===== src/sv/crg_pkg.sv =====
`timescale 1ns / 1ps

package crg_pkg;

    localparam int FRAC_BITS      = 12;
    localparam int MAX_RESOLUTION = 4096;

    localparam int COMP_W     = 20;
    localparam int VEC_W      = 3 * COMP_W;
    localparam int EXT_W      = 2 * COMP_W;
    localparam int OUT_W      = 24;
    localparam int PIX_W      = 12;
    localparam int RES_W      = 13;
    localparam int CFG_IDX_W  = 3;
    localparam int CFG_DATA_W = VEC_W;

    localparam int DIM_W      = $clog2(MAX_RESOLUTION + 1);
    localparam int T_W        = PIX_W + 2;
    localparam int PROD_W     = COMP_W + T_W;
    localparam int MAG_W      = PROD_W - 1;
    localparam int NUM_W      = MAG_W + 1;
    localparam int DEN_W      = DIM_W + 1;
    localparam int DIV_BPS    = 4;
    localparam int DIV_STAGES = (NUM_W + DIV_BPS - 1) / DIV_BPS;
    localparam int NUM_PAD_W  = DIV_STAGES * DIV_BPS;
    localparam int OFS_W      = MAG_W + 1;
    localparam int PROD2_W    = OFS_W + COMP_W;
    localparam int ACC_W      = PROD2_W + 2;

    localparam logic [RES_W-1:0] WIDTH_RESET  = RES_W'(640);
    localparam logic [RES_W-1:0] HEIGHT_RESET = RES_W'(480);

    localparam logic [CFG_IDX_W-1:0] REG_MODE    = CFG_IDX_W'(0);
    localparam logic [CFG_IDX_W-1:0] REG_WIDTH   = CFG_IDX_W'(1);
    localparam logic [CFG_IDX_W-1:0] REG_HEIGHT  = CFG_IDX_W'(2);
    localparam logic [CFG_IDX_W-1:0] REG_EXTENTS = CFG_IDX_W'(3);
    localparam logic [CFG_IDX_W-1:0] REG_BASIS_U = CFG_IDX_W'(4);
    localparam logic [CFG_IDX_W-1:0] REG_BASIS_V = CFG_IDX_W'(5);
    localparam logic [CFG_IDX_W-1:0] REG_FORWARD = CFG_IDX_W'(6);
    localparam logic [CFG_IDX_W-1:0] REG_EYE     = CFG_IDX_W'(7);

    typedef logic signed [COMP_W-1:0] comp_t;

    typedef struct packed {
        logic             ortho;
        logic [DIM_W-1:0] width;
        logic [DIM_W-1:0] height;
        comp_t            ext_r;
        comp_t            ext_t;
        logic [VEC_W-1:0] basis_u;
        logic [VEC_W-1:0] basis_v;
        logic [VEC_W-1:0] forward;
        logic [VEC_W-1:0] eye;
    } cam_cfg_t;

    typedef struct packed {
        logic             neg;
        logic [NUM_W-1:0] num;
        logic [DEN_W-1:0] den;
    } div_in_t;

    // Component 0 is x in the top bits, component 2 is z in the low bits.
    function automatic comp_t vec_comp(input logic [VEC_W-1:0] v, input int i);
        return comp_t'(v[COMP_W * (2 - i) +: COMP_W]);
    endfunction

endpackage


===== src/sv/crg_offset.sv =====
`timescale 1ns / 1ps

// Lane 0 is the column offset against the width, lane 1 the row offset against the height.
module crg_offset (
    input  logic                          clk,
    input  logic                          rst_n,
    input  logic                          in_valid,
    input  logic [crg_pkg::PIX_W-1:0]     pixel_row,
    input  logic [crg_pkg::PIX_W-1:0]     pixel_column,
    input  crg_pkg::cam_cfg_t             cfg,
    output logic                          out_valid,
    output crg_pkg::div_in_t              lanes [2]
);

    logic                                 va_reg;
    logic                                 vb_reg;
    logic                                 vc_reg;
    logic [crg_pkg::PIX_W-1:0]            pix [2];
    logic [crg_pkg::DIM_W-1:0]            dim [2];
    crg_pkg::comp_t                       ext [2];
    logic signed [crg_pkg::T_W-1:0]       t_next [2];
    logic signed [crg_pkg::T_W-1:0]       t_reg [2];
    logic signed [crg_pkg::PROD_W-1:0]    prod_next [2];
    logic signed [crg_pkg::PROD_W-1:0]    prod_reg [2];
    logic [crg_pkg::MAG_W-1:0]            mag [2];
    crg_pkg::div_in_t                     lanes_next [2];
    crg_pkg::div_in_t                     lanes_reg [2];

    always_comb
    begin
        pix[0] = pixel_column;
        pix[1] = pixel_row;
        dim[0] = cfg.width;
        dim[1] = cfg.height;
        ext[0] = cfg.ext_r;
        ext[1] = cfg.ext_t;
        for (int l = 0; l < 2; l++)
        begin
            t_next[l]    = crg_pkg::T_W'({1'b0, pix[l], 1'b1}) - crg_pkg::T_W'(dim[l]);
            prod_next[l] = crg_pkg::PROD_W'(ext[l]) * crg_pkg::PROD_W'(t_reg[l]);
            mag[l]       = prod_reg[l][crg_pkg::PROD_W-1] ? crg_pkg::MAG_W'(-prod_reg[l])
                                                          : crg_pkg::MAG_W'(prod_reg[l]);
            lanes_next[l].neg = prod_reg[l][crg_pkg::PROD_W-1];
            lanes_next[l].num = {mag[l], 1'b0} + crg_pkg::NUM_W'(dim[l]);
            lanes_next[l].den = {dim[l], 1'b0};
        end
    end

    always_ff @(posedge clk)
    begin
        for (int l = 0; l < 2; l++)
        begin
            t_reg[l]     <= t_next[l];
            prod_reg[l]  <= prod_next[l];
            lanes_reg[l] <= lanes_next[l];
        end
    end

    always_ff @(posedge clk or negedge rst_n)
    begin
        if (!rst_n)
        begin
            va_reg <= 1'b0;
            vb_reg <= 1'b0;
            vc_reg <= 1'b0;
        end
        else
        begin
            va_reg <= in_valid;
            vb_reg <= va_reg;
            vc_reg <= vb_reg;
        end
    end

    assign out_valid = vc_reg;
    assign lanes     = lanes_reg;

endmodule


===== config.mk =====
export PLATFORM = sky130hd
export DESIGN_NAME = crg_offset
export DESIGN_NICKNAME = d
export VERILOG_FILES = /design/src/sv/crg_pkg.sv /design/src/sv/crg_offset.sv
export SDC_FILE = /design/constraint.sdc
export NUM_CORES = 2
export LEC_CHECK = 0
export BUFFER_PORTS_ARGS = -buffer_cell sky130_fd_sc_hd__buf_2
export CORE_MARGIN = 2
export CORE_UTILIZATION = 60
export CTS_BUF_LIST = sky130_fd_sc_hd__clkbuf_4 sky130_fd_sc_hd__clkbuf_8 sky130_fd_sc_hd__clkbuf_16
export DETAILED_ROUTE_END_ITERATION = 6
export GPL_TIMING_DRIVEN = 1
export PLACE_DENSITY = 0.83
export SKIP_LAST_GASP = 1
export SLEW_MARGIN = 10
export SYNTH_ARGS = -nofsm -noshare
export SYNTH_HDL_FRONTEND = slang
export SYNTH_SLANG_ARGS = --single-unit

===== constraint.sdc =====
create_clock -name clk -period 8.3 [get_ports clk]
set_clock_uncertainty 0.2 [all_clocks]
set_input_delay 0.415 -clock clk [delete_from_list [all_inputs] [get_ports clk]]
set_output_delay 0.415 -clock clk [all_outputs]
set_load 0.01 [all_outputs]

==> metrics.cfg <==
[outcome]
status = finished, violations left
violations = design-rule violations

[synth]
ys_ff_latch = 193
synth_edf_count = 0
syn_area_sq_um = 29100
synth_top_area_share = 0.370
synth_adder_area_share = 0.459
ys_warn_count = 0
synthFlopType = dfxtp_1
synth_simple_gate_area_frac = 0.168
synthMuxAreaShare = 0.000773
synth_top_family_by_area = adder cells
yosysUniqueCellTypes = 82
avgSynthCellArea_sq_um = 9.10
synth.largest_area_cell = fa_1
syn_inst = 3200
synth-seq-area-share = 0.133
synth-compound-area-share = 0.0772
yosys-top-cells-area = fa_1 (37%), dfxtp_1 (13%), ha_1 (8.9%)
synth-xor-area-share = 0.0611
synth-async-reset-ratio = 0.0155

[timing]
layout_min_cycle_time_ns = 7.34
rsz0062_at_grt = no
slew_violations = 0
relSlewSlack = 0.302
finalSetupViolations = 0
final.setup.tns_ns = 0
worst_slew_pin_slew_ns = 1.05
final_hold_viol_count = 0
post-route-period-util = 0.885
max_freq_mhz = 136

[critical_path]
critPathCaptureType = flip-flop
cpLargestDelayFamily = adder cells
cp_num_cells = 20
path_max_fanout = 20
reg2reg_depth = 20
required_ns = 8.49
crit_path_start_kind = flip-flop
max_stage_delay_ns = 0.95
worst-path-buf-inv = 3
critPathKind = flip-flop to flip-flop
path_cells = nand2_1 > fa_1 > inv_1 > fa_1 > inv_1 > fa_1 > fa_1 > fa_1 > fa_1 > inv_1 > ha_1 > a2111oi_0 > a221o_1 > nand2_1 > and4_1 > o21ai_1 > a31oi_1 > or4_1 > a31oi_1 > xnor2_1
cp_slowest_cell = dfxtp_1
crit_top_cell = fa_1
crit_arrival_ns = 7.53

[die]
io_pins = 433
die_x_um = 224
rows = 80
initial_core_util = 0.609
die-area_sq_um = 50300
die_h_um = 224
fp.coreArea_sq_um = 47800

[clock_tree]
clk_pin_slew_ns = 0.08
cts_tree = built
cts_made_buffers = 17
clock_latency_ns = 0.45
cts.path.max_buffers = 2
h-tree-depth = 4
cts_root_buffer = clkbuf_16
cts.sinks = 193
cts-resized-gates = 0

[final_layout]
design_area_sq_um = 31300
area_delta_synth_final_pct = 7.65
fin_nets = 4408
largest_reg_flops = 94
fillers = 3715
drive_gt1_frac = 0.0823
post-route-util = 0.655
stdcell_count = 3958

[detailed_routing]
vias_per_cell = 5.49
dr.pass1.iters = 7
drtIter0Drc = 1432
wl_um = 64900
drc = 1
vias = 21748
drtAntennaViolNets = 0
routedWlPerCell_um = 16.4

[place]
portBuffers = 189
gp_congestion = 0.889
dpl.hpwl_um = 51900
dpl_cell_area_sq_um = 30400
dp_cells = 3896

[global_route]
grt_pass1_vias = 23312
grt.total_usage = 0.274
grt_max_degree = 45
antenna_found_initial = 5
grt_overflow_total = 0
grt_pass1_wl_um = 111000

[flow_run]
maxCapViolCount = 0

[hold_path]
hp-class = input port to async pin

[placed cells by master (no fill, tap or decap), drive strengths merged, types with 10 or more instances in the layout]
cell,n
o21a,20
ha,208
o31ai,24
xor2,61
buf,202
inv,656
o21ai,83
nand4,18
clkbuf,18
dfxtp,190
nor4,23
dlygate4sd3,28
nor3,30
nand3,26
o41ai,10
nand2,317
nor2,140
xnor2,142
and2,290
nand2b,22
a21o,34
a31oi,10
fa,538
a21oi,77
a211oi,12
nor2b,19
or3,17
[metrics by stage]
stage / hold WS (ns) / setup slack (ns)
finish: 0.0888 / 0.958
global route: 0.0823 / 0.511
CTS: 0.0706 / 1.10
detailed placement: 0.0151 / 1.18
global placement: 0.0102 / 1.13
floorplan: -0.0806 / 1.97
[final timing paths]
path,from,endpoint,slack (ns)
setup reg to reg,t_reg[0][22]$_DFF_P_,prod_reg[0][64]$_DFF_P_,0.96
min in group clk,pixel_column[0],t_reg[0][1]$_DFF_P_,0.10
hold / removal,rst_n,va_reg$_DFF_PN0_,0.09
hold reg to reg,vb_reg$_DFF_PN0_,out_valid$_DFF_PN0_,0.17
setup / recovery,t_reg[0][22]$_DFF_P_,prod_reg[0][64]$_DFF_P_,0.96
max in group asynchronous,rst_n,out_valid$_DFF_PN0_,7.71
[routing by layer]
layer  GRT usage  up-vias  share of wire
met2       0.472      745           0.49
li1            -    10058              -
met3      0.0385      146          0.063
met1       0.358    10797           0.42
met5           0        -        0.00015
met4      0.0919        2          0.028
[cell usage after synthesis, types with 4 or more instances]
| cell | count |
|---|---|
| xor2_1 | 61 |
| and2_1 | 290 |
| nor3_1 | 26 |
| a211oi_1 | 11 |
| nor2_1 | 140 |
| nor3b_1 | 4 |
| nor2b_1 | 19 |
| nand4_1 | 18 |
| o21ai_0 | 82 |
| xnor2_1 | 142 |
| inv_1 | 649 |
| ha_1 | 208 |
| or3_1 | 15 |
| a21boi_0 | 8 |
| nor4_1 | 14 |
| dfxtp_1 | 190 |
| and3_1 | 5 |
| and4_1 | 4 |
| or4_1 | 6 |
| a31oi_1 | 10 |
| o31ai_1 | 24 |
| o21a_1 | 20 |
| nor3_2 | 4 |
| a21o_1 | 34 |
| fa_1 | 538 |
| nor4_2 | 4 |
| buf_4 | 5 |
| nor4_4 | 5 |
| nand2b_1 | 22 |
| nand2_1 | 316 |
| a2111oi_0 | 4 |
| o211ai_1 | 8 |
| o311ai_0 | 4 |
| a211o_1 | 5 |
| nand3_1 | 26 |
| clkbuf_1 | 110 |
| or2_2 | 8 |
| o41ai_1 | 10 |
| a21oi_1 | 77 |
| o21bai_1 | 7 |
[cells by family (layout without fill, tap and decap cells)]
logic type      after synthesis  count (layout)
simple gates                942             942
buf+inv                     771             911
fa+ha+maj                   746             746
compound gates              342             342
xor+xnor                    203             203
flops                       193             193
mux                           2               2
other cells                   1               4
[area by class of cell]
cell class | instances | area (sq um) | share of cell area
Sequential cell | 193 | 3880 | 0.124
Clock buffer | 18 | 450 | 0.0144
Inverter | 649 | 2440 | 0.0777
Clock inverter | 14 | 178 | 0.00567
Tap cell | 615 | 769 | 0.0245
Multi-Input combinational cell | 2237 | 22300 | 0.712
Antenna cell | 2 | 5.00 | 0.000160
Timing Repair Buffer | 230 | 1320 | 0.0422
[repair_timing]
| item | CTS | global route |
|---|---|---|
| hold buffers | 28 | 0 |
| hold endpoints to repair | 32 | 0 |
| setup buffers | 0 | 0 |
Power is left out: the tool's default activity adds up to more than one toggle a clock period on the data nets, which glitch-free logic cannot reach.
