`src/sv/crg_pkg.sv`:
```
`timescale 1ns / 1ps

package crg_pkg;

    localparam int FRAC_BITS      = 12;
    localparam int MAX_RESOLUTION = 4096;

    localparam int COMP_W     = 20;
    localparam int VEC_W      = 3 * COMP_W;
    localparam int EXT_W      = 2 * COMP_W;
    localparam int OUT_W      = 24;
    localparam int PIX_W      = 12;
    localparam int RES_W      = 13;
    localparam int CFG_IDX_W  = 3;
    localparam int CFG_DATA_W = VEC_W;

    localparam int DIM_W      = $clog2(MAX_RESOLUTION + 1);
    localparam int T_W        = PIX_W + 2;
    localparam int PROD_W     = COMP_W + T_W;
    localparam int MAG_W      = PROD_W - 1;
    localparam int NUM_W      = MAG_W + 1;
    localparam int DEN_W      = DIM_W + 1;
    localparam int DIV_BPS    = 4;
    localparam int DIV_STAGES = (NUM_W + DIV_BPS - 1) / DIV_BPS;
    localparam int NUM_PAD_W  = DIV_STAGES * DIV_BPS;
    localparam int OFS_W      = MAG_W + 1;
    localparam int PROD2_W    = OFS_W + COMP_W;
    localparam int ACC_W      = PROD2_W + 2;

    localparam logic [RES_W-1:0] WIDTH_RESET  = RES_W'(640);
    localparam logic [RES_W-1:0] HEIGHT_RESET = RES_W'(480);

    localparam logic [CFG_IDX_W-1:0] REG_MODE    = CFG_IDX_W'(0);
    localparam logic [CFG_IDX_W-1:0] REG_WIDTH   = CFG_IDX_W'(1);
    localparam logic [CFG_IDX_W-1:0] REG_HEIGHT  = CFG_IDX_W'(2);
    localparam logic [CFG_IDX_W-1:0] REG_EXTENTS = CFG_IDX_W'(3);
    localparam logic [CFG_IDX_W-1:0] REG_BASIS_U = CFG_IDX_W'(4);
    localparam logic [CFG_IDX_W-1:0] REG_BASIS_V = CFG_IDX_W'(5);
    localparam logic [CFG_IDX_W-1:0] REG_FORWARD = CFG_IDX_W'(6);
    localparam logic [CFG_IDX_W-1:0] REG_EYE     = CFG_IDX_W'(7);

    typedef logic signed [COMP_W-1:0] comp_t;

    typedef struct packed {
        logic             ortho;
        logic [DIM_W-1:0] width;
        logic [DIM_W-1:0] height;
        comp_t            ext_r;
        comp_t            ext_t;
        logic [VEC_W-1:0] basis_u;
        logic [VEC_W-1:0] basis_v;
        logic [VEC_W-1:0] forward;
        logic [VEC_W-1:0] eye;
    } cam_cfg_t;

    typedef struct packed {
        logic             neg;
        logic [NUM_W-1:0] num;
        logic [DEN_W-1:0] den;
    } div_in_t;

    // Component 0 is x in the top bits, component 2 is z in the low bits.
    function automatic comp_t vec_comp(input logic [VEC_W-1:0] v, input int i);
        return comp_t'(v[COMP_W * (2 - i) +: COMP_W]);
    endfunction

endpackage

```
`src/sv/crg_divider.sv`:
```
`timescale 1ns / 1ps

// Pipelined restoring divider, a few quotient bits per stage, two lanes side by side.
module crg_divider (
    input  logic                             clk,
    input  logic                             rst_n,
    input  logic                             in_valid,
    input  crg_pkg::div_in_t                 lanes [2],
    output logic                             out_valid,
    output logic signed [crg_pkg::OFS_W-1:0] offset [2]
);

    localparam int STAGES = crg_pkg::DIV_STAGES;
    localparam int PAD_W  = crg_pkg::NUM_PAD_W;
    localparam int DEN_W  = crg_pkg::DEN_W;

    typedef struct packed {
        logic             neg;
        logic [PAD_W-1:0] num;
        logic [DEN_W-1:0] den;
        logic [DEN_W-1:0] rem;
        logic [PAD_W-1:0] quo;
    } lane_t;

    lane_t                            head [2];
    lane_t                            stage_next [STAGES][2];
    lane_t                            stage_reg [STAGES][2];
    logic [STAGES-1:0]                valid_reg;
    logic signed [crg_pkg::OFS_W-1:0] quo_s [2];
    logic signed [crg_pkg::OFS_W-1:0] offset_next [2];
    logic signed [crg_pkg::OFS_W-1:0] offset_reg [2];
    logic                             out_valid_reg;

    function automatic lane_t div_step(input lane_t s_in);
        lane_t            s;
        logic [DEN_W:0]   trial;
        s = s_in;
        for (int k = 0; k < crg_pkg::DIV_BPS; k++)
        begin
            trial = {s.rem, s.num[PAD_W-1]};
            s.num = {s.num[PAD_W-2:0], 1'b0};
            if (trial >= {1'b0, s.den})
            begin
                s.rem = DEN_W'(trial - {1'b0, s.den});
                s.quo = {s.quo[PAD_W-2:0], 1'b1};
            end
            else
            begin
                s.rem = trial[DEN_W-1:0];
                s.quo = {s.quo[PAD_W-2:0], 1'b0};
            end
        end
        return s;
    endfunction

    always_comb
    begin
        for (int l = 0; l < 2; l++)
        begin
            head[l].neg = lanes[l].neg;
            head[l].num = PAD_W'(lanes[l].num);
            head[l].den = lanes[l].den;
            head[l].rem = '0;
            head[l].quo = '0;
        end
    end

    for (genvar s = 0; s < STAGES; s++)
    begin : g_stage
        if (s == 0)
        begin : g_first
            always_comb
            begin
                for (int l = 0; l < 2; l++)
                    stage_next[s][l] = div_step(head[l]);
            end
        end
        else
        begin : g_rest
            always_comb
            begin
                for (int l = 0; l < 2; l++)
                    stage_next[s][l] = div_step(stage_reg[s-1][l]);
            end
        end

        always_ff @(posedge clk)
        begin
            for (int l = 0; l < 2; l++)
                stage_reg[s][l] <= stage_next[s][l];
        end
    end

    always_comb
    begin
        for (int l = 0; l < 2; l++)
        begin
            quo_s[l]       = crg_pkg::OFS_W'(stage_reg[STAGES-1][l].quo);
            offset_next[l] = stage_reg[STAGES-1][l].neg ? -quo_s[l] : quo_s[l];
        end
    end

    always_ff @(posedge clk)
    begin
        for (int l = 0; l < 2; l++)
            offset_reg[l] <= offset_next[l];
    end

    always_ff @(posedge clk or negedge rst_n)
    begin
        if (!rst_n)
        begin
            valid_reg     <= '0;
            out_valid_reg <= 1'b0;
        end
        else
        begin
            valid_reg     <= STAGES'({valid_reg, in_valid});
            out_valid_reg <= valid_reg[STAGES-1];
        end
    end

    assign out_valid = out_valid_reg;
    assign offset    = offset_reg;

endmodule

```
`config.mk`:
```
export PLATFORM = sky130hd
export DESIGN_NAME = crg_divider
export DESIGN_NICKNAME = d
export VERILOG_FILES = /design/src/sv/crg_pkg.sv /design/src/sv/crg_divider.sv
export SDC_FILE = /design/constraint.sdc
export NUM_CORES = 2
export LEC_CHECK = 0
export CORE_MARGIN = 2
export CORE_UTILIZATION = 40
export CTS_CLUSTER_SIZE = 12
export DETAILED_ROUTE_END_ITERATION = 10
export DONT_BUFFER_PORTS = 1
export PLACE_DENSITY = 0.68
export SYNTH_ARGS = -nofsm -noshare
export SYNTH_HDL_FRONTEND = slang
export SYNTH_SLANG_ARGS = --single-unit
export TNS_END_PERCENT = 100
```
`constraint.sdc`:
```
create_clock -name clk -period 10.55 [get_ports clk]
set_input_delay 2.11 -clock clk [delete_from_list [all_inputs] [get_ports clk]]
set_output_delay 2.11 -clock clk [all_outputs]
set_load 0.01 [all_outputs]
```
==> implementation parameters <==
Parameter                              Value

CTS
  Worst-Skew Late Latency ... 0.80 ns
  Deepest level of the CTS H-tree ... 4
  Number of buffers added by the clock tree synthesis step ... 132
  Root Buffer Master ... sky130_fd_sc_hd__clkbuf_16
  Clock-pin slew on the worst setup and hold paths ... 0.05 ns
  Clock Sink Count ... 1,156
  Number of hold buffers added after cts ... 0
  Maximum buffer depth of the clock tree ... 3
  Clock tree from TritonCTS ... yes

Critical path
  Required time of the worst setup path ... 11.22 ns
  Critical-path cell with the highest stage delay ... sky130_fd_sc_hd__or4_1
  Worst Setup Path Type ... reg2reg
  Buffers and inverters on the worst path ... 7
  Startpoint types ... flop
  Top fanout value on the critical path ... 15
  Data arrival time at the worst-slack endpoint ... 10.72 ns
  Gate family responsible for the most delay along the worst path ... compound AO/OA/AOI/OAI gates
  Reg2reg start ... stage_reg[0][158]
  Origin of the worst setup path ... stage_reg[0][158]
  Critical path endpoint category ... flop
  CP peak stage delay ... 0.53 ns

STA
  Min Tclk post-route ... 10.04 ns
  Final max-slew violation count ... 0
  Clock tree skew after final layout ... 0.0317 ns
  Highest attainable clock frequency ... 99.6 MHz
  Total setup violations reported at the end of the flow ... 0
  Post-route setup TNS ... 0 ns
  Final period util ... 95.2%
  Hold slack ... 0.311 ns
  Remaining max-slew budget at the tightest pin ... 25.3%
  Final Hold Viols ... 0
  Actual slew at the worst max-slew pin ... 1.12 ns

Detailed routing
  Number of iterations in the first detailed-routing pass ... 6
  Number of vias per cell after detailed routing ... 5.53
  Routed length per instance ... 18.8 um
  Total DRC errors in the routed layout ... 0
  Vias post-DR ... 64,600
  Total wire length ... 219 mm
  Initial drt markers ... 3,734
  Residual antenna-violating net count after detailed routing ... 0

Synth
  Post-synth top area cell ... sky130_fd_sc_hd__dfxtp_1
  Synth top area share ... 29.5%
  Largest cells by area after synthesis ... sky130_fd_sc_hd__dfxtp_1, sky130_fd_sc_hd__ha_1, sky130_fd_sc_hd__mux2_2, sky130_fd_sc_hd__xnor2_1, sky130_fd_sc_hd__a21oi_1
  Flip-flop cell with the highest count after synthesis ... sky130_fd_sc_hd__dfxtp_1
  Synth Register Bits ... 1,156
  Synth unique cells ... 90
  Post-Synthesis Mean Instance Area ... 8.88 um^2
  Share of the yosys chip area belonging to registers ... 29.8%
  Count of synthesis-stage warnings from yosys ... 0
  Number of flops mapped to enable cells by yosys ... 0
  Share of flip-flops with an asynchronous set or reset ... 0.865%
  Netlist area before placement ... 77,800 um^2
  Cell count after synthesis ... 8,756

Cells and area
  Fraction of final layout cells with drive strength greater than 1 ... 12.7%
  Growth of design area from synthesis to finish ... 12.8%
  Combined area of the multi-input logic cells ... 52,300 um^2
  Final-layout fill cell count ... 18,400
  Commonest non-fill, non-tap cell in the layout ... sky130_fd_sc_hd__dfxtp_1
  Number of flip-flops in the largest register ... 1,078
  Most frequent cells in the layout ... sky130_fd_sc_hd__dfxtp_1, sky130_fd_sc_hd__ha_1, sky130_fd_sc_hd__inv_1
  NumNets Final ... 10,200
  Register cell area after layout ... 23,200 um^2
  Post-Route Utilization ... 45.5%

Floorplanning
  I/O pin cnt ... 170
  Site row count ... 161
  Starting utilization of the core area ... 40.3%
  CORE AREA ... 193,000 um^2
  Die outline area ... 198,000 um^2
  Die span in y ... 445 um
  Chip Width ... 445 um

Hold path
  Worst hold path class ... reg2reg
  Hold path startpoint ... stage_reg[7][125]

Global routing
  Global-route wire length before repair ... 342 mm
  Initial antenna violation count ... 9
  Overall track demand over capacity in global routing ... 21.4%
  Maximum number of pins on one net before global-route repair ... 35
  Global route overflow ... 0
  Number of global-route vias before repair ... 63,500

Placement
  DPL Wire Length ... 176 mm
  Routability congestion estimate from global placement ... 0.948
  Count of buffers inserted at the top-level ports ... 0

Run
  Number of maximum-capacitance constraint violations ... 0

Status
  Status ... finished, final reports clean
-- kinds of logic (layout without fill, tap and decap cells) --
family / after synthesis / after routing / share of synthesized area (%)
fa+ha+maj: 1048 / 1048 / 17.5
compound gates: 2351 / 2352 / 19.3
buf+inv: 809 / 1178 / 3.92
simple gates: 2120 / 2120 / 13.5
mux: 561 / 561 / 7.96
flops: 1156 / 1156 / 29.8
xor+xnor: 710 / 710 / 8.00
other cells: 1 / 21 / 0.00482
-- worst reg2reg max path, delay by kind of cell, from the launching register on --
| family | cells | cell delay [ns] |
|---|---|---|
| AOI/OAI and AO/OA | 17 | 3.34 |
| and+or+nand+nor | 11 | 2.78 |
| adders and majority gates | 4 | 1.31 |
| buffers and inverters | 7 | 1.07 |
| muxes | 3 | 1.06 |
| DFF | 1 | 0.37 |
-- per-stage QoR --
| step | cell area [um^2] | worst slack (ns) | std cells |
|---|---|---|---|
| after floorplan | 77900 | 0.00117 | 8767 |
| after global placement | 82700 | -0.230 | 11400 |
| after detailed placement | 82700 | -0.356 | 11400 |
| after CTS | 86900 | 0.00696 | 11600 |
| after global routing | 87700 | -0.0438 | 11700 |
| final | 87700 | 0.505 | 11700 |
-- area by class of cell --
class                   instances  share of cell area (%)
clock inverters                45                   0.689
repair buffers                283                    2.57
well taps                    2526                    3.60
multi-input cells            6803                    59.6
clock buffers                 168                    4.11
inverters                     682                    2.94
flip-flops and latches       1156                    26.5
diodes                          9                  0.0257
-- routing by layer --
| layer | track usage, % | vias to the layer above | wire (um) |
|---|---|---|---|
| li1 | - | 32200 | - |
| met3 | 2.78 | 390 | 9090 |
| met1 | 27.8 | 30600 | 100000 |
| met5 | 0 | - | 13 |
| met4 | 8.43 | 2 | 8610 |
| met2 | 35.9 | 1415 | 101000 |
-- timing repair --
item,in CTS,in global routing
cloned,0,1
pin swaps,0,17
setup buffers,0,21
endpoints found under the setup margin,51,208
gates resized for setup,9,166
-- synth_stat cells (62+ instances only) --
master and instances:
sky130_fd_sc_hd__a211oi_1 62, sky130_fd_sc_hd__a21o_1 299, sky130_fd_sc_hd__a21oi_1 639, sky130_fd_sc_hd__clkbuf_1 108
sky130_fd_sc_hd__dfxtp_1 1146, sky130_fd_sc_hd__fa_1 66, sky130_fd_sc_hd__ha_1 982, sky130_fd_sc_hd__inv_1 673
sky130_fd_sc_hd__mux2_2 459, sky130_fd_sc_hd__mux2i_1 102, sky130_fd_sc_hd__nand2_1 514, sky130_fd_sc_hd__nand2b_1 112
sky130_fd_sc_hd__nand3_1 133, sky130_fd_sc_hd__nand4_1 153, sky130_fd_sc_hd__nor2_1 541, sky130_fd_sc_hd__nor2b_1 152
sky130_fd_sc_hd__nor3_1 158, sky130_fd_sc_hd__o21a_1 166, sky130_fd_sc_hd__o21ai_0 566, sky130_fd_sc_hd__o21bai_1 84
sky130_fd_sc_hd__o31ai_1 88, sky130_fd_sc_hd__xnor2_1 498, sky130_fd_sc_hd__xor2_1 212
-- final timing paths --
kind | slack, ns | endpoint | cells after the start
min | 0.31 | stage_reg[8][129] | 0
max reg2reg | 0.51 | stage_reg[1][137] | 42
max | 0.51 | stage_reg[1][137] | 42
min in group asynchronous | 1.00 | valid_reg[4] | 0
min reg2reg | 0.31 | stage_reg[8][129] | 0
max in group asynchronous | 9.47 | valid_reg[7] | 0
Power is not shown: default switching activity piles up to over one toggle a cycle in this logic, so the estimate is an artifact.
