**src/sv/crg_pkg.sv**
```systemverilog
`timescale 1ns / 1ps

package crg_pkg;

    localparam int FRAC_BITS      = 12;
    localparam int MAX_RESOLUTION = 4096;

    localparam int COMP_W     = 20;
    localparam int VEC_W      = 3 * COMP_W;
    localparam int EXT_W      = 2 * COMP_W;
    localparam int OUT_W      = 24;
    localparam int PIX_W      = 12;
    localparam int RES_W      = 13;
    localparam int CFG_IDX_W  = 3;
    localparam int CFG_DATA_W = VEC_W;

    localparam int DIM_W      = $clog2(MAX_RESOLUTION + 1);
    localparam int T_W        = PIX_W + 2;
    localparam int PROD_W     = COMP_W + T_W;
    localparam int MAG_W      = PROD_W - 1;
    localparam int NUM_W      = MAG_W + 1;
    localparam int DEN_W      = DIM_W + 1;
    localparam int DIV_BPS    = 4;
    localparam int DIV_STAGES = (NUM_W + DIV_BPS - 1) / DIV_BPS;
    localparam int NUM_PAD_W  = DIV_STAGES * DIV_BPS;
    localparam int OFS_W      = MAG_W + 1;
    localparam int PROD2_W    = OFS_W + COMP_W;
    localparam int ACC_W      = PROD2_W + 2;

    localparam logic [RES_W-1:0] WIDTH_RESET  = RES_W'(640);
    localparam logic [RES_W-1:0] HEIGHT_RESET = RES_W'(480);

    localparam logic [CFG_IDX_W-1:0] REG_MODE    = CFG_IDX_W'(0);
    localparam logic [CFG_IDX_W-1:0] REG_WIDTH   = CFG_IDX_W'(1);
    localparam logic [CFG_IDX_W-1:0] REG_HEIGHT  = CFG_IDX_W'(2);
    localparam logic [CFG_IDX_W-1:0] REG_EXTENTS = CFG_IDX_W'(3);
    localparam logic [CFG_IDX_W-1:0] REG_BASIS_U = CFG_IDX_W'(4);
    localparam logic [CFG_IDX_W-1:0] REG_BASIS_V = CFG_IDX_W'(5);
    localparam logic [CFG_IDX_W-1:0] REG_FORWARD = CFG_IDX_W'(6);
    localparam logic [CFG_IDX_W-1:0] REG_EYE     = CFG_IDX_W'(7);

    typedef logic signed [COMP_W-1:0] comp_t;

    typedef struct packed {
        logic             ortho;
        logic [DIM_W-1:0] width;
        logic [DIM_W-1:0] height;
        comp_t            ext_r;
        comp_t            ext_t;
        logic [VEC_W-1:0] basis_u;
        logic [VEC_W-1:0] basis_v;
        logic [VEC_W-1:0] forward;
        logic [VEC_W-1:0] eye;
    } cam_cfg_t;

    typedef struct packed {
        logic             neg;
        logic [NUM_W-1:0] num;
        logic [DEN_W-1:0] den;
    } div_in_t;

    // Component 0 is x in the top bits, component 2 is z in the low bits.
    function automatic comp_t vec_comp(input logic [VEC_W-1:0] v, input int i);
        return comp_t'(v[COMP_W * (2 - i) +: COMP_W]);
    endfunction

endpackage

```
**src/sv/crg_config.sv**
```systemverilog
`timescale 1ns / 1ps

module crg_config (
    input  logic                               clk,
    input  logic                               rst_n,
    input  logic                               cfg_write,
    input  logic [crg_pkg::CFG_IDX_W-1:0]      cfg_index,
    input  logic [crg_pkg::CFG_DATA_W-1:0]     cfg_data,
    output crg_pkg::cam_cfg_t                  cfg
);

    logic                          mode_reg;
    logic [crg_pkg::RES_W-1:0]     width_reg;
    logic [crg_pkg::RES_W-1:0]     height_reg;
    logic [crg_pkg::EXT_W-1:0]     extents_reg;
    logic [crg_pkg::VEC_W-1:0]     basis_u_reg;
    logic [crg_pkg::VEC_W-1:0]     basis_v_reg;
    logic [crg_pkg::VEC_W-1:0]     forward_reg;
    logic [crg_pkg::VEC_W-1:0]     eye_reg;

    always_ff @(posedge clk or negedge rst_n)
    begin
        if (!rst_n)
        begin
            mode_reg    <= 1'b0;
            width_reg   <= crg_pkg::WIDTH_RESET;
            height_reg  <= crg_pkg::HEIGHT_RESET;
            extents_reg <= '0;
            basis_u_reg <= '0;
            basis_v_reg <= '0;
            forward_reg <= '0;
            eye_reg     <= '0;
        end
        else if (cfg_write)
        begin
            unique case (cfg_index)
                crg_pkg::REG_MODE:    mode_reg    <= cfg_data[0];
                crg_pkg::REG_WIDTH:   width_reg   <= cfg_data[crg_pkg::RES_W-1:0];
                crg_pkg::REG_HEIGHT:  height_reg  <= cfg_data[crg_pkg::RES_W-1:0];
                crg_pkg::REG_EXTENTS: extents_reg <= cfg_data[crg_pkg::EXT_W-1:0];
                crg_pkg::REG_BASIS_U: basis_u_reg <= cfg_data[crg_pkg::VEC_W-1:0];
                crg_pkg::REG_BASIS_V: basis_v_reg <= cfg_data[crg_pkg::VEC_W-1:0];
                crg_pkg::REG_FORWARD: forward_reg <= cfg_data[crg_pkg::VEC_W-1:0];
                crg_pkg::REG_EYE:     eye_reg     <= cfg_data[crg_pkg::VEC_W-1:0];
                default:              mode_reg    <= mode_reg;
            endcase
        end
    end

    function automatic logic [crg_pkg::DIM_W-1:0] clamp_res(input logic [crg_pkg::RES_W-1:0] n);
        if (n == '0)
            return crg_pkg::DIM_W'(1);
        if (n > crg_pkg::RES_W'(crg_pkg::MAX_RESOLUTION))
            return crg_pkg::DIM_W'(crg_pkg::MAX_RESOLUTION);
        return crg_pkg::DIM_W'(n);
    endfunction

    always_comb
    begin
        cfg.ortho   = mode_reg;
        cfg.width   = clamp_res(width_reg);
        cfg.height  = clamp_res(height_reg);
        cfg.ext_r   = crg_pkg::comp_t'(extents_reg[crg_pkg::EXT_W-1:crg_pkg::COMP_W]);
        cfg.ext_t   = crg_pkg::comp_t'(extents_reg[crg_pkg::COMP_W-1:0]);
        cfg.basis_u = basis_u_reg;
        cfg.basis_v = basis_v_reg;
        cfg.forward = forward_reg;
        cfg.eye     = eye_reg;
    end

endmodule

```
**config.mk**
```make
export PLATFORM = sky130hd
export DESIGN_NAME = crg_config
export DESIGN_NICKNAME = d
export VERILOG_FILES = /design/src/sv/crg_pkg.sv /design/src/sv/crg_config.sv
export SDC_FILE = /design/constraint.sdc
export NUM_CORES = 1
export LEC_CHECK = 0
export BUFFER_PORTS_ARGS = -buffer_cell sky130_fd_sc_hd__clkbuf_2
export CAP_MARGIN = 20
export CORE_MARGIN = 5
export CORE_UTILIZATION = 45
export CTS_BUF_LIST = sky130_fd_sc_hd__clkbuf_16
export CTS_CLUSTER_DIAMETER = 150
export DETAILED_ROUTE_END_ITERATION = 6
export PLACE_DENSITY = 0.77
export SYNTH_ARGS = -nofsm -noshare
export SYNTH_HDL_FRONTEND = slang
export SYNTH_SLANG_ARGS = --single-unit
```
**constraint.sdc**
```tcl
create_clock -name clk -period 1.2 [get_ports clk]
set_clock_uncertainty 0.05 [all_clocks]
set_input_delay 0.36 -clock clk [delete_from_list [all_inputs] [get_ports clk]]
set_output_delay 0.36 -clock clk [all_outputs]
set_load 0.02 [all_outputs]
```
==> flow_summary.yaml, run 1 <==
run_status:
  status: "complete, but fails checks"
  violations: "negative setup slack"
synthesis:
  ys_seq_elements: 307
  seq_area_frac_synth: 0.6431
  synth.most_common_cell: "dfrtp_1"
  synth_cell_type_count: 19
  synthFlopType: "dfrtp_1"
  avgSynthCellArea_um2: 17.23
  netlist_instances: 694
  synth-async-reset-ratio: 1.000
  synth_nets: 760
  synthTopCellsByCount: "301 x dfrtp_1, 247 x mux2_2, 60 x mux2_4"
  netlist_area_mm2: 0.01196
  synth_top_area_share: 0.6299
  ys_warn_count: 0
  synth_area_leaders: "dfrtp_1 63%, mux2_2 23%, mux2_4 7.5%, dfstp_2 1.3%, nor2b_1 1.2%"
  synth_edf_count: 0
  synth_top_area_cell: "dfrtp_1"
grt:
  grt_max_degree: 60
  globalRouteTotalUtil: 0.2268
  grt_remaining_overflow: 0
  grt_pass1_vias: 9223
  antenna_found_initial: 3
  grt_pass1_wl_mm: 54.35
critical_path:
  reg2reg_depth: 4
  crit_fanout: 2
  cp.arrival_ns: 1.63
  required_ns: 0.79
  cp-end-kind: "output port"
  worst_setup_path_start_kind: "flip-flop"
  critPathKind: "flip-flop to output port"
floorplan:
  die_y_um: 173.0
  die_w_um: 173.0
  coreArea_mm2: 0.02613
  ioPinCount: 373
  start_util: 0.4576
  die_area_mm2: 0.02993
  rows: 59
power_and_ir_drop:
  p_leak_nw: 9.313
  powerDensity_mw_per_mm2: 2017
  peakVddDrop_mv: 1.577
timing:
  fmax_mhz: 491.0
  maxSlewViolCount: 0
  hold_viol: 0
  slew_headroom: 0.7800
  setup_ws_ns: -0.8368
  post-route-min-period_ns: 2.037
  worst_slew_pin_slew_ns: 0.3255
  fin_tns_setup_ns: -85.70
  post-route-period-util: 1.697
  rsz0062_at_grt: "true"
  setup_viol: 308
route:
  via_count: 8329
  viasPerCell: 5.219
  firstDrtPassIters: 6
  first_iter_violations: 418
  antenna_left: 0
  wl_per_cell_um: 24.57
  drc: 0
  drt_wl_total_mm: 39.21
final_layout:
  finalNonFillerCells: 1596
  n_fill_cell: 1462
  drive_gt1_frac: 0.7413
  fin_util: 0.7365
  area_growth_syn_to_layout_pct: 60.96
  nets: 1302
  fin_area_mm2: 0.01925
clock_tree:
  cts_tree: "yes"
  cts_made_buffers: 34
  clock_latency_ns: 0.49
  cts_root_buf: "clkbuf_16"
  cts_sinks: 307
  clkTransAtPathRegs_ns: 0.06
  h-tree-depth: 2
  cts_max_path_buffers: 3
min_path:
  hold_class: "input pin to flip-flop"
  hold_depth: 2
job:
  maxCapViolCount: 0
place:
  dp_cells: 1434
  gp_congestion: 0.8019
  pre_cts_ws_ns: -0.4685
  placedInstanceArea_mm2: 0.01507
  port_buffers: 372
  hpwlAfterDp_mm: 22.77
[area by class of cell]
type,count,area [µm²],share of cell area
clock inverters,25,108.9,0.005656
repair buffers,546,5816,0.3022
diodes,1,2.502,0.0001300
inverters,2,7.507,0.0003900
flip-flops and latches,307,7691,0.3996
clock buffers,35,875.8,0.04550
multi-input cells,345,4327,0.2248
well taps,335,419.2,0.02178
[logic make-up after synthesis]
kind of cell	count (synthesis)	synth area share
muxes	307	0.3079
DFF	307	0.6431
buffers and inverters	42	0.02354
and+or+nand+nor	36	0.02375
AOI/OAI and AO/OA	2	0.001674
[routing by layer]
metal,routed length (µm),part of all wire,track usage,up-vias
met5,19,0.00048,0,-
met4,1093,0.028,0.07616,4
met3,2739,0.070,0.06332,81
met2,20940,0.53,0.3952,353
met1,14420,0.37,0.2726,4348
li1,-,-,-,3543
[through the flow]
step                power, mW  hold WS [ns]
floorplan               19.95       0.01441
global placement        23.82        0.1686
detailed placement      24.11        0.1696
CTS                     35.79       0.08145
global route            40.28       0.08853
finish                  38.82        0.1019
[worst max-delay path, stage by stage, from the launching register on]
cell and delay, ns:
dfrtp_1 0.39, nor4_2 0.29, buf_4 0.17, a32o_2 0.18, buf_8 0.12
[placed cells by master, fill, tap and decap left out, types with 2 or more instances in the layout]
cell type,Yosys,routed
inv_1,2,14
clkinv_2,0,5
buf_6,1,194
buf_8,6,60
mux2_4,60,96
nor2b_4,0,22
and4bb_2,1,2
clkbuf_2,0,64
dfrtp_1,301,300
clkinv_1,0,6
nor4_2,0,3
buf_4,5,140
nor4_1,6,2
clkbuf_16,0,35
mux2_2,247,211
clkbuf_8,0,64
buf_12,0,22
a32o_2,0,2
nand4b_4,2,2
dfstp_2,6,6
[path summary, 6_finish.rpt]
kind | from | endpoint | slack [ns]
max | height_reg[2]$_DFFE_PN0P_ | cfg[280] | -0.84
min reg2reg | width_reg[0]$_DFFE_PN0P_ | width_reg[0]$_DFFE_PN0P_ | 0.46
max reg2reg | height_reg[12]$_DFFE_PN0P_ | height_reg[12]$_DFFE_PN0P_ | -0.04
min in group asynchronous | rst_n | forward_reg[58]$_DFFE_PN0P_ | 0.28
min | cfg_data[55] | eye_reg[55]$_DFFE_PN0P_ | 0.10
max in group asynchronous | rst_n | width_reg[12]$_DFFE_PN0P_ | 0.19
[report_power, final]
part	switching [mW]	internal (mW)
Sequential	2.00	12.7
Clock	4.08	5.27
Combinational	6.30	8.48
[timing repair]
item                       CTS  global route
hold buffers                 1             0
cloned                       2             0
setup endpoints to repair  307           308
pin swaps                    3             2
setup buffers               59            43
gates resized for setup    265           625
hold endpoints to repair   211             0
Power figures use the tool's default switching activity.
==> run 2: changes to the inputs <==
--- a/config.mk
+++ b/config.mk
@@ -7,12 +7,13 @@
 export LEC_CHECK = 0
 export BUFFER_PORTS_ARGS = -buffer_cell sky130_fd_sc_hd__clkbuf_2
 export CAP_MARGIN = 20
+export CORE_ASPECT_RATIO = 2
 export CORE_MARGIN = 5
 export CORE_UTILIZATION = 45
 export CTS_BUF_LIST = sky130_fd_sc_hd__clkbuf_16
 export CTS_CLUSTER_DIAMETER = 150
 export DETAILED_ROUTE_END_ITERATION = 6
-export PLACE_DENSITY = 0.77
+export PLACE_DENSITY = 0.75
 export SYNTH_ARGS = -nofsm -noshare
 export SYNTH_HDL_FRONTEND = slang
 export SYNTH_SLANG_ARGS = --single-unit
==> constraint.sdc (replaced) <==
create_clock -name clk -period 2.1 [get_ports clk]
set_clock_uncertainty 0.05 [all_clocks]
set_input_delay 0.63 -clock clk [delete_from_list [all_inputs] [get_ports clk]]
set_output_delay 0.63 -clock clk [all_outputs]
set_load 0.02 [all_outputs]
==> flow_summary.yaml, run 2 (synthesis gave the netlist of run 1 again) <==
grt:
  grt_remaining_overflow: 0
  grt_pass1_vias: 8022
  grt_pass1_wl_mm: 48.60
  globalRouteTotalUtil: 0.2068
  antenna_found_initial: 0
  grt_max_degree: 59
route:
  wl_per_cell_um: 22.23
  antenna_left: 0
  drt_wl_total_mm: 32.33
  firstDrtPassIters: 6
  first_iter_violations: 263
  drc: 0
  via_count: 7412
  viasPerCell: 5.098
critical_path:
  required_ns: 1.42
  crit_fanout: 3
  max_stage_delay_ns: 0.40
  worst_setup_path_start_kind: "flip-flop"
  crit_buf_inv: 1
  cp.arrival_ns: 1.65
  crit_slowest_cell: "dfrtp_1"
  path_delay_family: "flip-flops"
  crit_path_cell_trace: "nor4_1 -> a32o_2 -> buf_8"
  cp-end-kind: "output port"
  critPathKind: "flip-flop to output port"
final_layout:
  nets: 1159
  finalNonFillerCells: 1454
  final_cell_mix: "346 x clkbuf_2, 300 x dfrtp_1, 247 x mux2_2, 60 x mux2_4, 28 x clkbuf_16"
  layout_commonest_cell: "clkbuf_2"
  drive_gt1_frac: 0.7126
  diodes: 0
  n_fill_cell: 2085
  area_growth_syn_to_layout_pct: 32.00
  fin_util: 0.6007
power_and_ir_drop:
  powerDensity_mw_per_mm2: 1187
  p_leak_nw: 7.717
  peakVddDrop_mv: 0.9228
timing:
  setup_viol: 22
  post-route-period-util: 1.107
  worst_slew_pin_slew_ns: 0.3782
  hold_viol: 0
  setup_ws_ns: -0.2252
  post-route-min-period_ns: 2.325
  slew_headroom: 0.7479
  maxSlewViolCount: 0
  fin_tns_setup_ns: -1.459
  rsz0062_at_grt: "true"
  fmax_mhz: 430.1
floorplan:
  die_y_um: 240.5
  coreArea_mm2: 0.02628
  ioPinCount: 373
  rows: 84
  die_w_um: 125.3
  start_util: 0.4551
  die_area_mm2: 0.03013
clock_tree:
  clock_latency_ns: 0.54
  cts_made_buffers: 27
  h-tree-depth: 1
  clkTransAtPathRegs_ns: 0.07
  cts_sinks: 307
  cts_max_path_buffers: 3
  cts_tree: "yes"
  cts_root_buf: "clkbuf_16"
run_status:
  violations: "negative setup slack"
  status: "complete, but fails checks"
min_path:
  hold_class: "input pin to flip-flop"
place:
  hpwlAfterDp_mm: 23.40
  port_buffers: 372
  gp_congestion: 0.8313
  dp_cells: 1395
job:
  maxCapViolCount: 0
==> run 2: cell types whose count changed in the layout (fill, tap and decap cells not counted), moves of 4 or more <==
| cell | change |
|---|---|
| buf_4 | -126 |
| buf_6 | -174 |
| nor2b_4 | -8 |
| inv_1 | -11 |
| clkbuf_8 | -64 |
| clkbuf_16 | -7 |
| buf_8 | -53 |
| clkbuf_2 | +282 |
| bufinv_16 | +4 |
| mux2_2 | +36 |
| mux2_4 | -36 |
| nor2b_1 | +6 |
==> run 2: area by class of cell <==
class	instances	area, µm²	area share
inverter	2	7.507	0.0004756
tap	344	430.4	0.02727
timing repair buffer	410	2623	0.1662
sequential	307	7691	0.4873
clock buffer	27	675.6	0.04281
clock inverter	19	214.0	0.01356
multi-input combinational	345	4143	0.2625
==> run 2: per-layer routing <==
metal / vias up / part of all wire / track usage
li1: 3247 / - / -
met1: 3849 / 0.36 / 0.2331
met2: 254 / 0.56 / 0.3909
met3: 62 / 0.048 / 0.03101
met4: 0 / 0.037 / 0.08125
met5: - / 0 / 0
==> run 2: final timing paths <==
path,cells past startpoint,slack (ns),endpoint,startpoint
min in group asynchronous,2,0.55,basis_u_reg[49]$_DFFE_PN0P_,rst_n
min reg2reg,1,0.45,basis_v_reg[22]$_DFFE_PN0P_,basis_v_reg[22]$_DFFE_PN0P_
max in group asynchronous,3,0.78,eye_reg[46]$_DFFE_PN0P_,rst_n
max,3,-0.23,cfg[293],width_reg[8]$_DFFE_PN0P_
max reg2reg,2,1.03,width_reg[12]$_DFFE_PN0P_,width_reg[12]$_DFFE_PN0P_
min,2,0.33,forward_reg[51]$_DFFE_PN0P_,cfg_data[51]
==> run 2: what timing repair did <==
item / CTS / global route
endpoints found under the setup margin: 24 / 24
hold buffers: 1 / 0
pin swaps: 5 / 3
cloned: 0 / 1
endpoints found under the hold margin: 32 / 0
buffers inserted: 0 / 11
gates resized for setup: 39 / 74
==> run 2: where the power goes <==
part	internal (mW)	total (mW)	switching, mW	leakage, nW
Clock	2.85	5.04	2.19	0.426
Combinational	2.45	5.67	3.22	3.62
Sequential	7.24	8.03	0.792	3.67
Total	12.5	18.7	6.20	7.72
==> run 2: worst register-to-register path, cell delays in order, from the launching register on <==
cell,delay (ns)
dfrtp_2,0.46
clkbuf_16,0.19
mux2_2,0.26
==> run 2: stage by stage <==
step / area [µm²] / power, mW / hold WS (ns) / worst slack, ns
2_1_floorplan: 11960 / 11.11 / 0.2844 / 0.2854
3_3_place_gp: 14400 / 13.26 / 0.4362 / 0.1636
3_5_place_dp: 14400 / 13.42 / 0.4413 / 0.1133
4_1_cts: 15450 / 18.60 / 0.2977 / -0.2461
5_1_grt: 15780 / 19.57 / 0.3088 / -0.3003
6_report: 15780 / 18.74 / 0.3269 / -0.2252
==> run 3: changes to the inputs <==
--- a/config.mk
+++ b/config.mk
@@ -7,7 +7,7 @@
 export LEC_CHECK = 0
 export BUFFER_PORTS_ARGS = -buffer_cell sky130_fd_sc_hd__clkbuf_2
 export CAP_MARGIN = 20
-export CORE_ASPECT_RATIO = 2
+export CORE_ASPECT_RATIO = 0.9
 export CORE_MARGIN = 5
 export CORE_UTILIZATION = 45
 export CTS_BUF_LIST = sky130_fd_sc_hd__clkbuf_16
==> flow_summary.yaml, run 3 (synthesis gave the netlist of run 1 again) <==
timing:
  hold_viol: 0
  slew_headroom: 0.6526
  rsz0062_at_grt: "true"
  setup_viol: 16
  setup_ws_ns: -0.2048
  worst_slew_pin_slew_ns: 0.5138
  fmax_mhz: 433.9
  post-route-min-period_ns: 2.305
  post-route-period-util: 1.098
  maxSlewViolCount: 0
grt:
  grt_max_degree: 61
  antenna_found_initial: 0
  globalRouteTotalUtil: 0.2062
  grt_pass1_wl_mm: 48.96
  grt_remaining_overflow: 0
  grt_pass1_vias: 8096
floorplan:
  die_area_mm2: 0.02994
  rows: 56
  ioPinCount: 373
  die_w_um: 181.8
  die_y_um: 164.6
  coreArea_mm2: 0.02614
  start_util: 0.4575
route:
  firstDrtPassIters: 4
  wl_per_cell_um: 21.75
  first_iter_violations: 281
  antenna_left: 0
  drc: 0
  drt_wl_total_mm: 31.95
  via_count: 7500
  viasPerCell: 5.106
final_layout:
  layout_commonest_cell: "clkbuf_2"
  final_cell_mix: "346 x clkbuf_2, 301 x dfrtp_1, 247 x mux2_2, 60 x mux2_4, 31 x clkbuf_16"
  drive_gt1_frac: 0.7065
  nets: 1164
  diodes: 0
  fin_area_mm2: 0.01579
  n_fill_cell: 1987
  area_growth_syn_to_layout_pct: 32.03
  fin_util: 0.6041
clock_tree:
  cts_tree: "yes"
  cts_sinks: 307
  h-tree-depth: 1
  cts_root_buf: "clkbuf_16"
  clock_latency_ns: 0.53
  cts_max_path_buffers: 3
  clkTransAtPathRegs_ns: 0.06
  cts_made_buffers: 31
place:
  hpwlAfterDp_mm: 22.08
  gp_congestion: 0.8016
  port_buffers: 372
  placedInstanceArea_mm2: 0.01437
critical_path:
  crit_fanout: 2
  rrSetupSlack_ns: 0.95
  reg2reg_to: "width_reg[12]$_DFFE_PN0P_"
  worst_setup_path_start_kind: "flip-flop"
  reg2reg_depth: 3
  cp.arrival_ns: 1.62
  critPathKind: "flip-flop to output port"
  required_ns: 1.42
  cp-end-kind: "output port"
  rr_startpoint: "width_reg[12]$_DFFE_PN0P_"
power_and_ir_drop:
  peakVddDrop_mv: 0.6600
  p_leak_nw: 7.776
  finalPower_mw: 18.65
  powerDensity_mw_per_mm2: 1181
run_status:
  violations: "negative setup slack"
  status: "complete, but fails checks"
min_path:
  hold_depth: 2
  worstHoldStart: "cfg_data[59]"
  min_to: "basis_u_reg[59]$_DFFE_PN0P_"
  hold_class: "input pin to flip-flop"
job:
  maxCapViolCount: 0
==> run 3: cell count changes in the layout (fill, tap and decap cells not counted), sizes merged <==
cell | previous run | this run
inv | 4 | 12
clkinv | 9 | 14
clkinvlp | 4 | 0
bufinv | 4 | 1
clkbuf | 374 | 377
buf | 62 | 64
==> run 3: area by class of cell <==
class                      instances  area (µm²)  area share
multi-input combinational        345        4180      0.2648
inverter                           2       7.507   0.0004755
tap                              348       435.4     0.02758
clock inverter                    25       126.4    0.008004
clock buffer                      31       775.7     0.04914
sequential                       307        7690      0.4871
timing repair buffer             411        2572      0.1629
==> run 3: worst max-delay path: stages (launching register included) <==
cell and delay [ns]:
dfrtp_1 0.42, nor4_4 0.32, a32o_2 0.23, buf_8 0.12
==> run 3: timing repair <==
item,in CTS,in global routing
setup buffers,5,5
endpoints found under the hold margin,28,0
cloned,1,0
hold buffers,1,0
endpoints found under the setup margin,23,25
gates resized for setup,56,77
pin swaps,6,2
==> run 3: worst max-delay path by stage <==
stage | from | endpoint | slack, ns | cells after the start
floorplan | cfg_index[0] | basis_u_reg[0]$_DFFE_PN0P_ | 0.29 | 5
global placement | cfg_index[0] | basis_u_reg[33]$_DFFE_PN0P_ | 0.13 | 4
detailed placement | cfg_index[0] | basis_u_reg[3]$_DFFE_PN0P_ | 0.1 | 4
CTS | width_reg[4]$_DFFE_PN0P_ | cfg[293] | -0.21 | 3
global route | height_reg[4]$_DFFE_PN0P_ | cfg[280] | -0.28 | 3
finish | width_reg[4]$_DFFE_PN0P_ | cfg[293] | -0.20 | 3
==> run 3: layer usage <==
| metal | GRT usage | wire [µm] |
|---|---|---|
| met1 | 0.2796 | 13570 |
| met2 | 0.3282 | 14880 |
| met3 | 0.06320 | 2688 |
| met4 | 0.05252 | 812 |
| met5 | 0 | 0 |
==> run 3: where the power goes <==
part / switching (mW) / internal, mW / leakage, nW / total [mW]
combinational: 3.18 / 2.46 / 3.62 / 5.64
sequential: 0.811 / 7.25 / 3.68 / 8.06
clock: 2.18 / 2.77 / 0.483 / 4.95
total: 6.17 / 12.5 / 7.78 / 18.6
==> run 3: through the flow <==
stage / setup WS [ns] / instances / TNS, ns / hold WS [ns]
6_report: -0.2048 / 1469 / -0.9156 / 0.3274
5_1_grt: -0.2781 / 1469 / -2.157 / 0.3063
4_1_cts: -0.2085 / 1464 / -0.9897 / 0.2987
3_5_place_dp: 0.09774 / 1401 / 0 / 0.4418
3_3_place_gp: 0.1333 / 1401 / 0 / 0.4366
2_1_floorplan: 0.2854 / 694 / 0 / 0.2844
